===== config.mk =====
export PLATFORM = sky130hd
export DESIGN_NAME = cfi_flag_row
export DESIGN_NICKNAME = d
export VERILOG_FILES = /design/src/cfi_pkg.sv /design/src/cfi_flag_row.sv
export SDC_FILE = /design/constraint.sdc
export NUM_CORES = 2
export LEC_CHECK = 0
export ABC_AREA = 1
export BUFFER_PORTS_ARGS = -buffer_cell sky130_fd_sc_hd__buf_2
export CAP_MARGIN = 40
export CORE_UTILIZATION = 29
export CTS_CLUSTER_DIAMETER = 40
export DETAILED_ROUTE_END_ITERATION = 10
export MAX_ROUTING_LAYER = met4
export PLACE_DENSITY_LB_ADDON = 0.05
export SETUP_SLACK_MARGIN = 0.15
export SLEW_MARGIN = 20
export SYNTH_ARGS = -nofsm -noshare
export SYNTH_HDL_FRONTEND = slang
export SYNTH_SLANG_ARGS = --single-unit

===== constraint.sdc =====
create_clock -name clk_i -period 1.34 [get_ports clk_i]
set_input_delay 0.268 -clock clk_i [delete_from_list [all_inputs] [get_ports clk_i]]
set_output_delay 0.268 -clock clk_i [all_outputs]
set_load 0.01 [all_outputs]

===== src/cfi_pkg.sv =====
// ----------------------------------------------------------------------------
// cfi_pkg
// Shared constants, tables and types of the copy-flag image unpacker.
// ----------------------------------------------------------------------------
package cfi_pkg;

  // storage sizing
  localparam int MAX_UNITS  = 256;
  localparam int RING_LINES = 17;
  localparam int COL_W      = (MAX_UNITS > 1) ? $clog2(MAX_UNITS) : 1;
  localparam int PAIR_W     = COL_W + 1;
  localparam int SLOT_W     = $clog2(RING_LINES);
  localparam int HIST_AW    = SLOT_W + PAIR_W;
  localparam int HIST_DEPTH = RING_LINES * (2 ** PAIR_W);

  // field widths
  localparam int FLAG_W    = 8;
  localparam int NIBBLE_W  = 4;
  localparam int PAIR_DW   = 16;
  localparam int UNITS_W   = 9;
  localparam int LINE_W    = 16;
  localparam int TAKEN_W   = 2;
  localparam int CFG_IDX_W = 1;
  localparam int CFG_DW    = 16;

  // result queue
  localparam int FIFO_DEPTH = 4;
  localparam int FIFO_PTR_W = $clog2(FIFO_DEPTH);
  localparam int FIFO_CNT_W = $clog2(FIFO_DEPTH + 1);

  // copy offset tables, indexed by the flag nibble
  localparam logic [3:0] LEFT_BYTES [16] = '{
    4'd0, 4'd2, 4'd4, 4'd8, 4'd0, 4'd2, 4'd0, 4'd2,
    4'd4, 4'd0, 4'd2, 4'd4, 4'd0, 4'd2, 4'd4, 4'd0
  };
  localparam logic [4:0] UP_LINES [16] = '{
    5'd0, 5'd0, 5'd0, 5'd0, 5'd1, 5'd1, 5'd2, 5'd2,
    5'd2, 5'd4, 5'd4, 5'd4, 5'd8, 5'd8, 5'd8, 5'd16
  };

  typedef enum logic [CFG_IDX_W-1:0] {
    CFG_UNITS_PER_LINE = 1'b0,
    CFG_IMAGE_HEIGHT   = 1'b1
  } cfg_idx_e;

  typedef struct packed {
    logic              en;
    logic              clear;
    logic [COL_W-1:0]  col;
    logic [FLAG_W-1:0] data;
  } flag_wr_t;

  typedef struct packed {
    logic               en;
    logic [HIST_AW-1:0] addr;
    logic [PAIR_DW-1:0] data;
  } hist_wr_t;

  typedef struct packed {
    logic               image_end;
    logic               line_end;
    logic               bad_reference;
    logic               flag_byte_taken;
    logic [TAKEN_W-1:0] pairs_taken;
    logic [PAIR_DW-1:0] right_pair;
    logic [PAIR_DW-1:0] left_pair;
  } out_item_t;

endpackage


===== src/cfi_flag_row.sv =====
// ----------------------------------------------------------------------------
// cfi_flag_row
// Per-column flag byte memory with one valid bit per column; an image end
// drops all valid bits so the row reads as zero again.
// ----------------------------------------------------------------------------
module cfi_flag_row (
  input  logic                         clk_i,
  input  logic                         rst_ni,
  input  logic                         rd_en_i,
  input  logic [cfi_pkg::COL_W-1:0]    rd_col_i,
  input  cfi_pkg::flag_wr_t            wr_i,
  output logic [cfi_pkg::FLAG_W-1:0]   rd_data_o
);
  import cfi_pkg::*;

  logic [FLAG_W-1:0]    mem [MAX_UNITS];
  logic [MAX_UNITS-1:0] valid_q, valid_d;
  logic [FLAG_W-1:0]    rd_q;
  logic                 rd_valid_q;

  always_ff @(posedge clk_i) begin
    if (wr_i.en) begin
      mem[wr_i.col] <= wr_i.data;
    end
    if (rd_en_i) begin
      rd_q <= mem[rd_col_i];
    end
  end

  always_comb begin
    valid_d = valid_q;
    if (wr_i.clear) begin
      valid_d = '0;
    end else if (wr_i.en) begin
      valid_d[wr_i.col] = 1'b1;
    end
  end

  always_ff @(posedge clk_i or negedge rst_ni) begin
    if (!rst_ni) begin
      valid_q    <= '0;
      rd_valid_q <= 1'b0;
    end else begin
      valid_q <= valid_d;
      if (rd_en_i) begin
        rd_valid_q <= valid_q[rd_col_i];
      end
    end
  end

  assign rd_data_o = rd_valid_q ? rd_q : '0;

endmodule


==> summary.md <==
| Metric | Value |
|---|---|
| Post-synth EDFFs | 2056 |
| Total power | between 200000 and 250000 uW |
| Combinational power share | 0.064 |
| Maximum fanout along the worst path | 6 |
| Sw Pwr | 49880 uW |
| RSZ-0062 raised after global routing | true |
| Share of total power in the clock network | 0.561 |
| Final min period | about 2.1 ns |
| Most frequent cells after synthesis | edfxtp_1, nor2_1, nand2_1 |
| Fill cells | 30780 |
| Max transition margin | 0.6634 |
| Buf+Inv Stages, Crit Path | 3 |
| DP Worst Slack | -1.833 ns |
| CTS tree | done |
| Final Cell Area | 0.1281 sq mm |
| Worst-Margin Slew | ~0.5 ns |
| CP max stage delay | 0.47 ns |
| FFs w/ async S/R, synth | 0.1111 |
| Die Area | 0.3253 sq mm |
| FF+latch count, synth | 2313 |
| Sequential cell area | 0.06817 sq mm |
| PnR worst setup slack | -0.7821 ns |
| DRC Markers | 0 |
| Layout cell share with drive strength beyond 1 | 0.2491 |
| Layout area overhead | 36.70% |
| Power per cell area | 1643 mW/mm^2 |
| FMAX | 0.4712 GHz |
| Result of the run | complete, but fails checks |
| VDD IR-drop max | 1.186 mV |
| Final hold slack | 0.1127 ns |
| Final WL | 354600 um |
| Final Net Count | around 9100 |
| Initial core utilization | 0.2917 |
| Vias | 67380 |
| Worst-Skew Late Latency | approximately 0.97 ns |
| CTS Buf Count | 457 |
| Worst-case clock buffer depth | 4 |
| Endpoints failing setup | 17 |
| Die width | 570.4 um |
| CP Cell Sequence | buf_12, nand2_8, inv_2, buf_6 |
| Number of distinct library cells after synthesis | 22 |
| Hold Crit Class | input port to flip-flop |
| WP data required | 1.07 ns |
| Clk slew on worst S/H paths | 0.05 ns |
| Synthesized area | 0.09368 sq mm |
| Sw frac | 0.2370 |
| Vias in the first global route | between 60000 and 70000 |
| Dpl hpwl | between 200000 and 250000 um |
| Top-count cell post-synth | edfxtp_1 |
| Hold Vio Cnt, Final | 0 |
| CP Launch Type | flip-flop |
| CP endpoint kind | primary output |
| Synth Area per Inst | 11.62 sq um |
| Reg power frac | 0.375 |
| Largest net degree at the start of global routing | 65 |
| Num ports | 37 |
| Area of the multi-input gates | 0.02542 sq mm |
| WS Path Type | flip-flop to primary output |
| WL per Instance | 25.70 um |
| Int Power | between 150000 and 200000 uW |
| CP top delay family | flip-flops |
| Largest area contributor in the netlist | edfxtp_1 |
| Leakage | 0.04633 uW |
| Global route overflow | 0 |
| Max-capacitance violation count | 0 |
| Initial antenna violation count | 16 |
| TritonRoute pass-1 iters | 5 |
| Clock skew | between 0.05 and 0.06 ns |
| Share of the synthesized area in the top cell type | 0.6590 |
| Antenna-violating nets left | 0 |
| Core area | 0.3211 sq mm |
| CP arrival | 1.85 ns |
| Largest cells by area after synthesis | edfxtp_1, dfrtp_1, nand3_1 |
| Rows | 208 |
| Failing checks | negative setup slack |
| Finished Core Util | 0.3988 |
| Root Driver | clkbuf_16 |
| Register area share after synthesis | 0.7277 |
| Period Utilization, post-route | 1.584 |
| Syn Nets | a little over 8000 |
| Slowest CP cell | dfrtp_2 |
| Cell count after synthesis | around 8100 |
| Most used DFF post-synth | edfxtp_1 |
| Via/cell ratio | 4.884 |
| # port buffers | 36 |
| Synth warn | 0 |
| Max-slew violations | 0 |
| Tot GR Track Use | 0.2221 |
| TritonCTS sink count | about 2300 |
| Final GP Congestion | 0.8311 |
| First-pass GRT wire length | 510300 um |
| H-Tree Level Count | 5 |
| Die Y | 570.4 um |
| 1st-iter DRT viols | roughly 5400 |
| Placed instance area | between 0.1 and 0.15 sq mm |
## flip-flops by register name, summed over array words and instances, names as in the netlist
register	count
rd_q	8
mem	2048
valid_q	256
rd_valid_q	1
## final timing paths
path	startpoint	end	slack [ns]	cells after the start
max reg2reg	mem[238][2]$_DFFE_PP_	rd_q[2]$_DFFE_PP_	-0.45	11
max in group asynchronous	rst_ni	valid_q[52]$_DFFE_PN0P_	0.22	3
min reg2reg	valid_q[71]$_DFFE_PN0P_	valid_q[71]$_DFFE_PN0P_	0.49	2
min	rd_col_i[6]	rd_valid_q$_DFFE_PN0P_	0.11	6
min in group asynchronous	rst_ni	valid_q[154]$_DFFE_PN0P_	0.16	3
max	rd_valid_q$_DFFE_PN0P_	rd_data_o[6]	-0.78	4
## metal layers
metal  vias to the layer above  wire [um]  track usage
met5                         -          0            -
met3                       488      13410      0.02449
met4                         0       8608      0.05424
li1                      30990          -            -
met2                      1537     168400       0.3557
met1                     34360     164100       0.3013
## power by group through the flow
stage                     Combinational, uW  Clock, uW  Sequential (uW)
after floorplan                        5030          0            80300
after global placement                12600          0            80300
after detailed placement              12600          0            80300
after CTS                             13400     120000            78900
after global routing                  14400     123000            78900
final                                 13500     118000            78900
## stage by stage
stage	setup TNS, ns	instances
after floorplan	-495.74	8062
after global placement	-1354.17	12910
after CTS	-10.49	13790
after global routing	-10.65	13790
final	-9.404	13800
after detailed placement	-1356.06	12910
## final cells by class
cell class                      count  share of cell area
Sequential cell                  2313              0.5323
Multi-Input combinational cell   5069              0.1985
Inverter                          114            0.003937
Antenna cell                        8           0.0001563
Clock buffer                      523             0.09283
Clock inverter                    340             0.03240
Tap cell                         4305             0.04206
Timing Repair Buffer             1123             0.09776
## worst register-to-register path, stage by stage (launching register included)
cell      delay, ns
edfxtp_1       0.35
o21ai_0        0.17
o22ai_1        0.10
nand2_1        0.07
nand3_1        0.11
nand3_2        0.13
nand3_4        0.15
nand3_2        0.13
buf_6          0.13
nand2_4        0.08
nand2_2        0.08
nand2_1        0.05
## cell families (layout without fill, tap and decap cells)
kind of cell | after synthesis | count (layout) | share of synthesized area
AO/OA/AOI/OAI | 1125 | 1125 | 0.06507
AND/OR/NAND/NOR | 3944 | 3944 | 0.1739
buffers and inverters | 680 | 2100 | 0.03340
flip-flops | 2313 | 2313 | 0.7277
other | 0 | 8 | 0
## cells in the final DEF (no fill, tap or decap), types with 256 or more instances in the layout
master	netlist	final
nand2_1	1241	1194
buf_4	45	736
nand3_1	1183	898
nor2_1	1517	1438
o21ai_0	714	511
edfxtp_1	2056	2056
clkbuf_16	0	460
o22ai_1	352	340
buf_12	0	310
dfrtp_1	257	256
## timing repair
item | 4_1_cts | 5_1_grt
pin swaps | 128 | 89
hold buffers | 14 | 0
setup buffers | 1 | 0
endpoints found under the hold margin | 2221 | 0
gates resized for setup | 465 | 259
setup endpoints to repair | 17 | 129
Note: power is estimated with default switching activity, not from simulation.
