## config.mk

```make
export PLATFORM = sky130hd
export DESIGN_NAME = cfi_out_fifo
export DESIGN_NICKNAME = d
export VERILOG_FILES = /design/src/cfi_pkg.sv /design/src/cfi_out_fifo.sv
export SDC_FILE = /design/constraint.sdc
export NUM_CORES = 1
export LEC_CHECK = 0
export ABC_CLOCK_PERIOD_IN_PS = 1900
export BUFFER_PORTS_ARGS = -buffer_cell sky130_fd_sc_hd__buf_2
export CORE_MARGIN = 3
export CORE_UTILIZATION = 51
export CTS_BUF_LIST = sky130_fd_sc_hd__clkbuf_16
export DETAILED_ROUTE_END_ITERATION = 10
export GPL_ROUTABILITY_DRIVEN = 1
export PLACE_DENSITY = 0.74
export SYNTH_ARGS = -nofsm -noshare
export SYNTH_HDL_FRONTEND = slang
export SYNTH_SLANG_ARGS = --single-unit
```

## constraint.sdc

```tcl
create_clock -name clk_i -period 1.9 [get_ports clk_i]
set_clock_uncertainty 0.05 [all_clocks]
set_input_delay 0.285 -clock clk_i [delete_from_list [all_inputs] [get_ports clk_i]]
set_output_delay 0.285 -clock clk_i [all_outputs]
set_load 0.01 [all_outputs]
```

## src/cfi_pkg.sv

```systemverilog
// ----------------------------------------------------------------------------
// cfi_pkg
// Shared constants, tables and types of the copy-flag image unpacker.
// ----------------------------------------------------------------------------
package cfi_pkg;

  // storage sizing
  localparam int MAX_UNITS  = 256;
  localparam int RING_LINES = 17;
  localparam int COL_W      = (MAX_UNITS > 1) ? $clog2(MAX_UNITS) : 1;
  localparam int PAIR_W     = COL_W + 1;
  localparam int SLOT_W     = $clog2(RING_LINES);
  localparam int HIST_AW    = SLOT_W + PAIR_W;
  localparam int HIST_DEPTH = RING_LINES * (2 ** PAIR_W);

  // field widths
  localparam int FLAG_W    = 8;
  localparam int NIBBLE_W  = 4;
  localparam int PAIR_DW   = 16;
  localparam int UNITS_W   = 9;
  localparam int LINE_W    = 16;
  localparam int TAKEN_W   = 2;
  localparam int CFG_IDX_W = 1;
  localparam int CFG_DW    = 16;

  // result queue
  localparam int FIFO_DEPTH = 4;
  localparam int FIFO_PTR_W = $clog2(FIFO_DEPTH);
  localparam int FIFO_CNT_W = $clog2(FIFO_DEPTH + 1);

  // copy offset tables, indexed by the flag nibble
  localparam logic [3:0] LEFT_BYTES [16] = '{
    4'd0, 4'd2, 4'd4, 4'd8, 4'd0, 4'd2, 4'd0, 4'd2,
    4'd4, 4'd0, 4'd2, 4'd4, 4'd0, 4'd2, 4'd4, 4'd0
  };
  localparam logic [4:0] UP_LINES [16] = '{
    5'd0, 5'd0, 5'd0, 5'd0, 5'd1, 5'd1, 5'd2, 5'd2,
    5'd2, 5'd4, 5'd4, 5'd4, 5'd8, 5'd8, 5'd8, 5'd16
  };

  typedef enum logic [CFG_IDX_W-1:0] {
    CFG_UNITS_PER_LINE = 1'b0,
    CFG_IMAGE_HEIGHT   = 1'b1
  } cfg_idx_e;

  typedef struct packed {
    logic              en;
    logic              clear;
    logic [COL_W-1:0]  col;
    logic [FLAG_W-1:0] data;
  } flag_wr_t;

  typedef struct packed {
    logic               en;
    logic [HIST_AW-1:0] addr;
    logic [PAIR_DW-1:0] data;
  } hist_wr_t;

  typedef struct packed {
    logic               image_end;
    logic               line_end;
    logic               bad_reference;
    logic               flag_byte_taken;
    logic [TAKEN_W-1:0] pairs_taken;
    logic [PAIR_DW-1:0] right_pair;
    logic [PAIR_DW-1:0] left_pair;
  } out_item_t;

endpackage

```

## src/cfi_out_fifo.sv

```systemverilog
// ----------------------------------------------------------------------------
// cfi_out_fifo
// Small result queue between the pipeline and the output stream.
// ----------------------------------------------------------------------------
module cfi_out_fifo (
  input  logic                             clk_i,
  input  logic                             rst_ni,
  input  logic                             push_i,
  input  cfi_pkg::out_item_t               push_item_i,
  input  logic                             pop_i,
  output logic                             valid_o,
  output cfi_pkg::out_item_t               item_o,
  output logic [cfi_pkg::FIFO_CNT_W-1:0]   count_o
);
  import cfi_pkg::*;

  out_item_t             mem [FIFO_DEPTH];
  logic [FIFO_PTR_W-1:0] wr_ptr_q, wr_ptr_d;
  logic [FIFO_PTR_W-1:0] rd_ptr_q, rd_ptr_d;
  logic [FIFO_CNT_W-1:0] cnt_q, cnt_d;

  always_ff @(posedge clk_i) begin
    if (push_i) begin
      mem[wr_ptr_q] <= push_item_i;
    end
  end

  always_comb begin
    wr_ptr_d = wr_ptr_q;
    rd_ptr_d = rd_ptr_q;
    cnt_d    = cnt_q;
    if (push_i) begin
      wr_ptr_d = (wr_ptr_q == FIFO_PTR_W'(FIFO_DEPTH - 1)) ? '0 : wr_ptr_q + 1'b1;
    end
    if (pop_i) begin
      rd_ptr_d = (rd_ptr_q == FIFO_PTR_W'(FIFO_DEPTH - 1)) ? '0 : rd_ptr_q + 1'b1;
    end
    if (push_i && !pop_i) begin
      cnt_d = cnt_q + 1'b1;
    end else if (!push_i && pop_i) begin
      cnt_d = cnt_q - 1'b1;
    end
  end

  always_ff @(posedge clk_i or negedge rst_ni) begin
    if (!rst_ni) begin
      wr_ptr_q <= '0;
      rd_ptr_q <= '0;
      cnt_q    <= '0;
    end else begin
      wr_ptr_q <= wr_ptr_d;
      rd_ptr_q <= rd_ptr_d;
      cnt_q    <= cnt_d;
    end
  end

  assign valid_o = (cnt_q != '0);
  assign item_o  = mem[rd_ptr_q];
  assign count_o = cnt_q;

endmodule

```

==> summary.md <==
| Metric | Value |
|---|---|
| Status | finished, violations left |
| Failing checks | setup timing |
| Worst EP arrival | 1.75 ns |
| Die Footprint | 13000 um2 |
| Ys Warns | 0 |
| Placed cell area | 6610 um2 |
| First-pass DRT Iterations | 7 |
| Vias per cell | 5.53 |
| Clock sinks | 159 |
| Crit. End Element | output port |
| Max Clk Rate | 479 MHz |
| RSZ-0062 raised after global routing | true |
| Final instance area | 7510 um2 |
| CTS tree | built |
| Max-cap viol count | 0 |
| GRT Overall Usage | 17.0% |
| Final Max Slew Viols | 0 |
| Part of the Yosys area used for sequential elements | 79.8% |
| Horiz. Die Dim | 114 um |
| Synth Instances | 235 |
| Gr ovfl total | 0 |
| Top Ports | 84 |
| Rel. slew slack | 78.5% |
| Clock root cell | clkbuf_16 |
| Largest net degree at the start of global routing | 28 |
| Vias in the first global route | 2905 |
| Period utilization | 110% |
| Worst endpoint required time | 1.56 ns |
| Non-Filler Instances | 500 |
| Post-Synth Simple-Gate Area | 0.843% |
| Leakage | 2.66 nW |
| Crit path max fanout | 6 |
| Mux cell area share after synthesis | 15.0% |
| Chip height | 114 um |
| Hpwl dp | 6.40 mm |
| DRT antenna net count | 0 |
| Port bufs | 83 |
| Initial antenna violation count | 2 |
| # DRC | 0 |
| CP Launch Type | flop |
| Clock Path Buffers | 2 |
| Core Area | 11100 um2 |
| WL per Instance | 20.8 um |
| Compound-Gate Fraction of Synth Area | 0.169% |
| Share of layout cells above drive strength 1 | 49.0% |
| Clock Latency Late Sink | 0.40 ns |
| Worst Setup Path Type | reg2out |
| Peak VDD IR | 0.949 mV |
| Critical path's largest stage delay | 0.52 ns |
| Library cells used by synthesis | 18 |
| Crit path buf inv count | 3 |
| PD cells | 1600 nW/um2 |
| First-pass GRT wire length | 16.0 mm |
| Worst path top cell family by delay | multiplexers |
| Tot Pwr | 0.0120 W |
| Syn avg cell area | 25.3 um2 |
| Final Hold Viols | 0 |
| Final Wtd Congestion | 0.687 |
| Cell total after placement | 462 |
| Main combinational cell family by area after synthesis | multiplexers |
| Final wirelength | 10.4 mm |
| Row count | 38 |
| Final worst slack | -0.188 ns |
| Slowest CP cell | mux4_2 |
| Syn_nets | 284 |
| Post-synthesis xor/xnor area fraction | 0.442% |
| Min-Delay Path Class | in2reg |
| Final setup viols | 38 |
| Worst-path cell chain | buf_12 -> clkbuf_16 -> mux4_2 -> buf_6 |
| Initial Util | 53.4% |
| Slew @ Worst Pin | 0.322 ns |
| Post-Synth Adder-Cell Area | 1.60% |
| Synth-to-Final Area Change | 26.5% |
| Max H-tree Level | 4 |
| Synthesized cell area | 5940 um2 |
| Register bit total from synthesis | 159 |
| Final min period | 2.09 ns |
| DR vias | 2764 |
| Final net count | 397 |
| Clk slew on worst S/H paths | 0.06 ns |
| Total CTS buffers | 17 |
| First DRT Iteration DRCs | 163 |
path summary, 6_finish.rpt:
path	from	end	slack, ns	cells after the start
max	rd_ptr_q[0]$_DFFE_PN0P_	item_o[21]	-0.19	4
min	push_item_i[32]	mem[2][32]$_DFFE_PP_	0.04	1
max reg2reg	rd_ptr_q[0]$_DFFE_PN0P_	rd_ptr_q[1]$_DFFE_PN0P_	0.22	6
min reg2reg	count_o[2]$_DFFE_PN0P_	count_o[2]$_DFFE_PN0P_	0.45	1
max in group asynchronous	rst_ni	rd_ptr_q[1]$_DFFE_PN0P_	1.42	2
min in group asynchronous	rst_ni	count_o[2]$_DFFE_PN0P_	0.20	2
cells in the mapped netlist:
library cell / count / area (um2)
or3_1: 1 / 6.26
buf_2: 3 / 15.0
fa_1: 1 / 20.0
mux2_2: 3 / 33.8
buf_6: 1 / 11.3
dfrtp_1: 7 / 175
ha_1: 6 / 75.1
edfxtp_1: 152 / 4560
buf_4: 1 / 7.51
o21ai_0: 2 / 10.0
nand2_1: 2 / 7.51
and2_1: 4 / 25.0
mux4_2: 38 / 856
inv_1: 4 / 15.0
xnor2_1: 1 / 8.76
xor2_1: 2 / 17.5
buf_12: 4 / 80.1
nor2_1: 3 / 11.3
logic make-up (layout without fill, tap and decap cells):
| family | Yosys count | after routing |
|---|---|---|
| muxes | 41 | 41 |
| and+or+nand+nor | 10 | 10 |
| DFF | 159 | 159 |
| adders and majority gates | 7 | 7 |
| AOI/OAI and AO/OA | 2 | 2 |
| xor gates and xnor gates | 3 | 3 |
| other | 0 | 1 |
| buffers and inverters | 13 | 137 |
through the flow:
| stage | utilization [%] | hold slack, ns | worst slack (ns) | TNS (ns) |
|---|---|---|---|---|
| floorplan | - | -0.0606 | 0.304 | 0 |
| global placement | 59.4 | 0.0781 | 0.252 | 0 |
| detailed placement | 59.4 | 0.0856 | 0.238 | 0 |
| CTS | 65.8 | 0.0196 | -0.198 | -6.71 |
| global route | 67.5 | 0.0218 | -0.256 | -8.98 |
| finish | 67.5 | 0.0362 | -0.188 | -6.45 |
layer usage:
metal	up-vias	track usage, %	part of all wire, %
li1	1215	-	-
met1	1454	21.2	41
met2	83	28.2	53
met3	10	5.89	5.2
met4	2	5.70	0.78
met5	-	0	0.12
sequential cells by signal, summed over array words and instances (netlist names):
name,flops
count_o,3
mem,152
rd_ptr_q,2
wr_ptr_q,2
area by class of cell:
cell class / count / area, um2
flip-flops and latches: 159 / 4740
inverters: 4 / 15.0
clock buffers: 17 / 425
repair buffers: 103 / 928
clock inverters: 13 / 148
well taps: 140 / 175
diodes: 1 / 2.50
fillers: 721 / 3610
multi-input cells: 63 / 1080
worst reg2reg max path: cells and delay by family (launching register included):
kind,cells,cell delay (ns)
mux,1,0.26
buf+inv,4,0.57
flops,1,0.41
fa+ha+maj,1,0.27
layout by cell type, fill, tap and decap left out, drive strengths merged, types with 2 or more instances in the layout:
master / netlist / routed
edfxtp: 152 / 152
clkbuf: 0 / 20
dfrtp: 7 / 7
buf: 9 / 99
clkinv: 0 / 5
o21ai: 2 / 2
nand2: 2 / 2
and2: 4 / 4
nor2: 3 / 3
ha: 6 / 6
inv: 4 / 6
clkinvlp: 0 / 3
mux2: 3 / 3
bufinv: 0 / 3
xor2: 2 / 2
mux4: 38 / 38
timing repair:
| action | CTS | global route |
|---|---|---|
| endpoints found under the hold margin | 7 | 0 |
| resized for setup | 19 | 15 |
| gates cloned | 0 | 3 |
| buffers inserted | 1 | 2 |
| hold buffers | 1 | 0 |
| endpoints found under the setup margin | 38 | 38 |
report_power, final:
group | leakage [nW] | internal, W | switching (W)
clock | 0.277 | 0.00203 | 0.00124
sequential | 1.48 | 0.00451 | 0.000179
combinational | 0.910 | 0.00229 | 0.00176
total | 2.66 | 0.00883 | 0.00317
(Power assumes the default switching activity.)
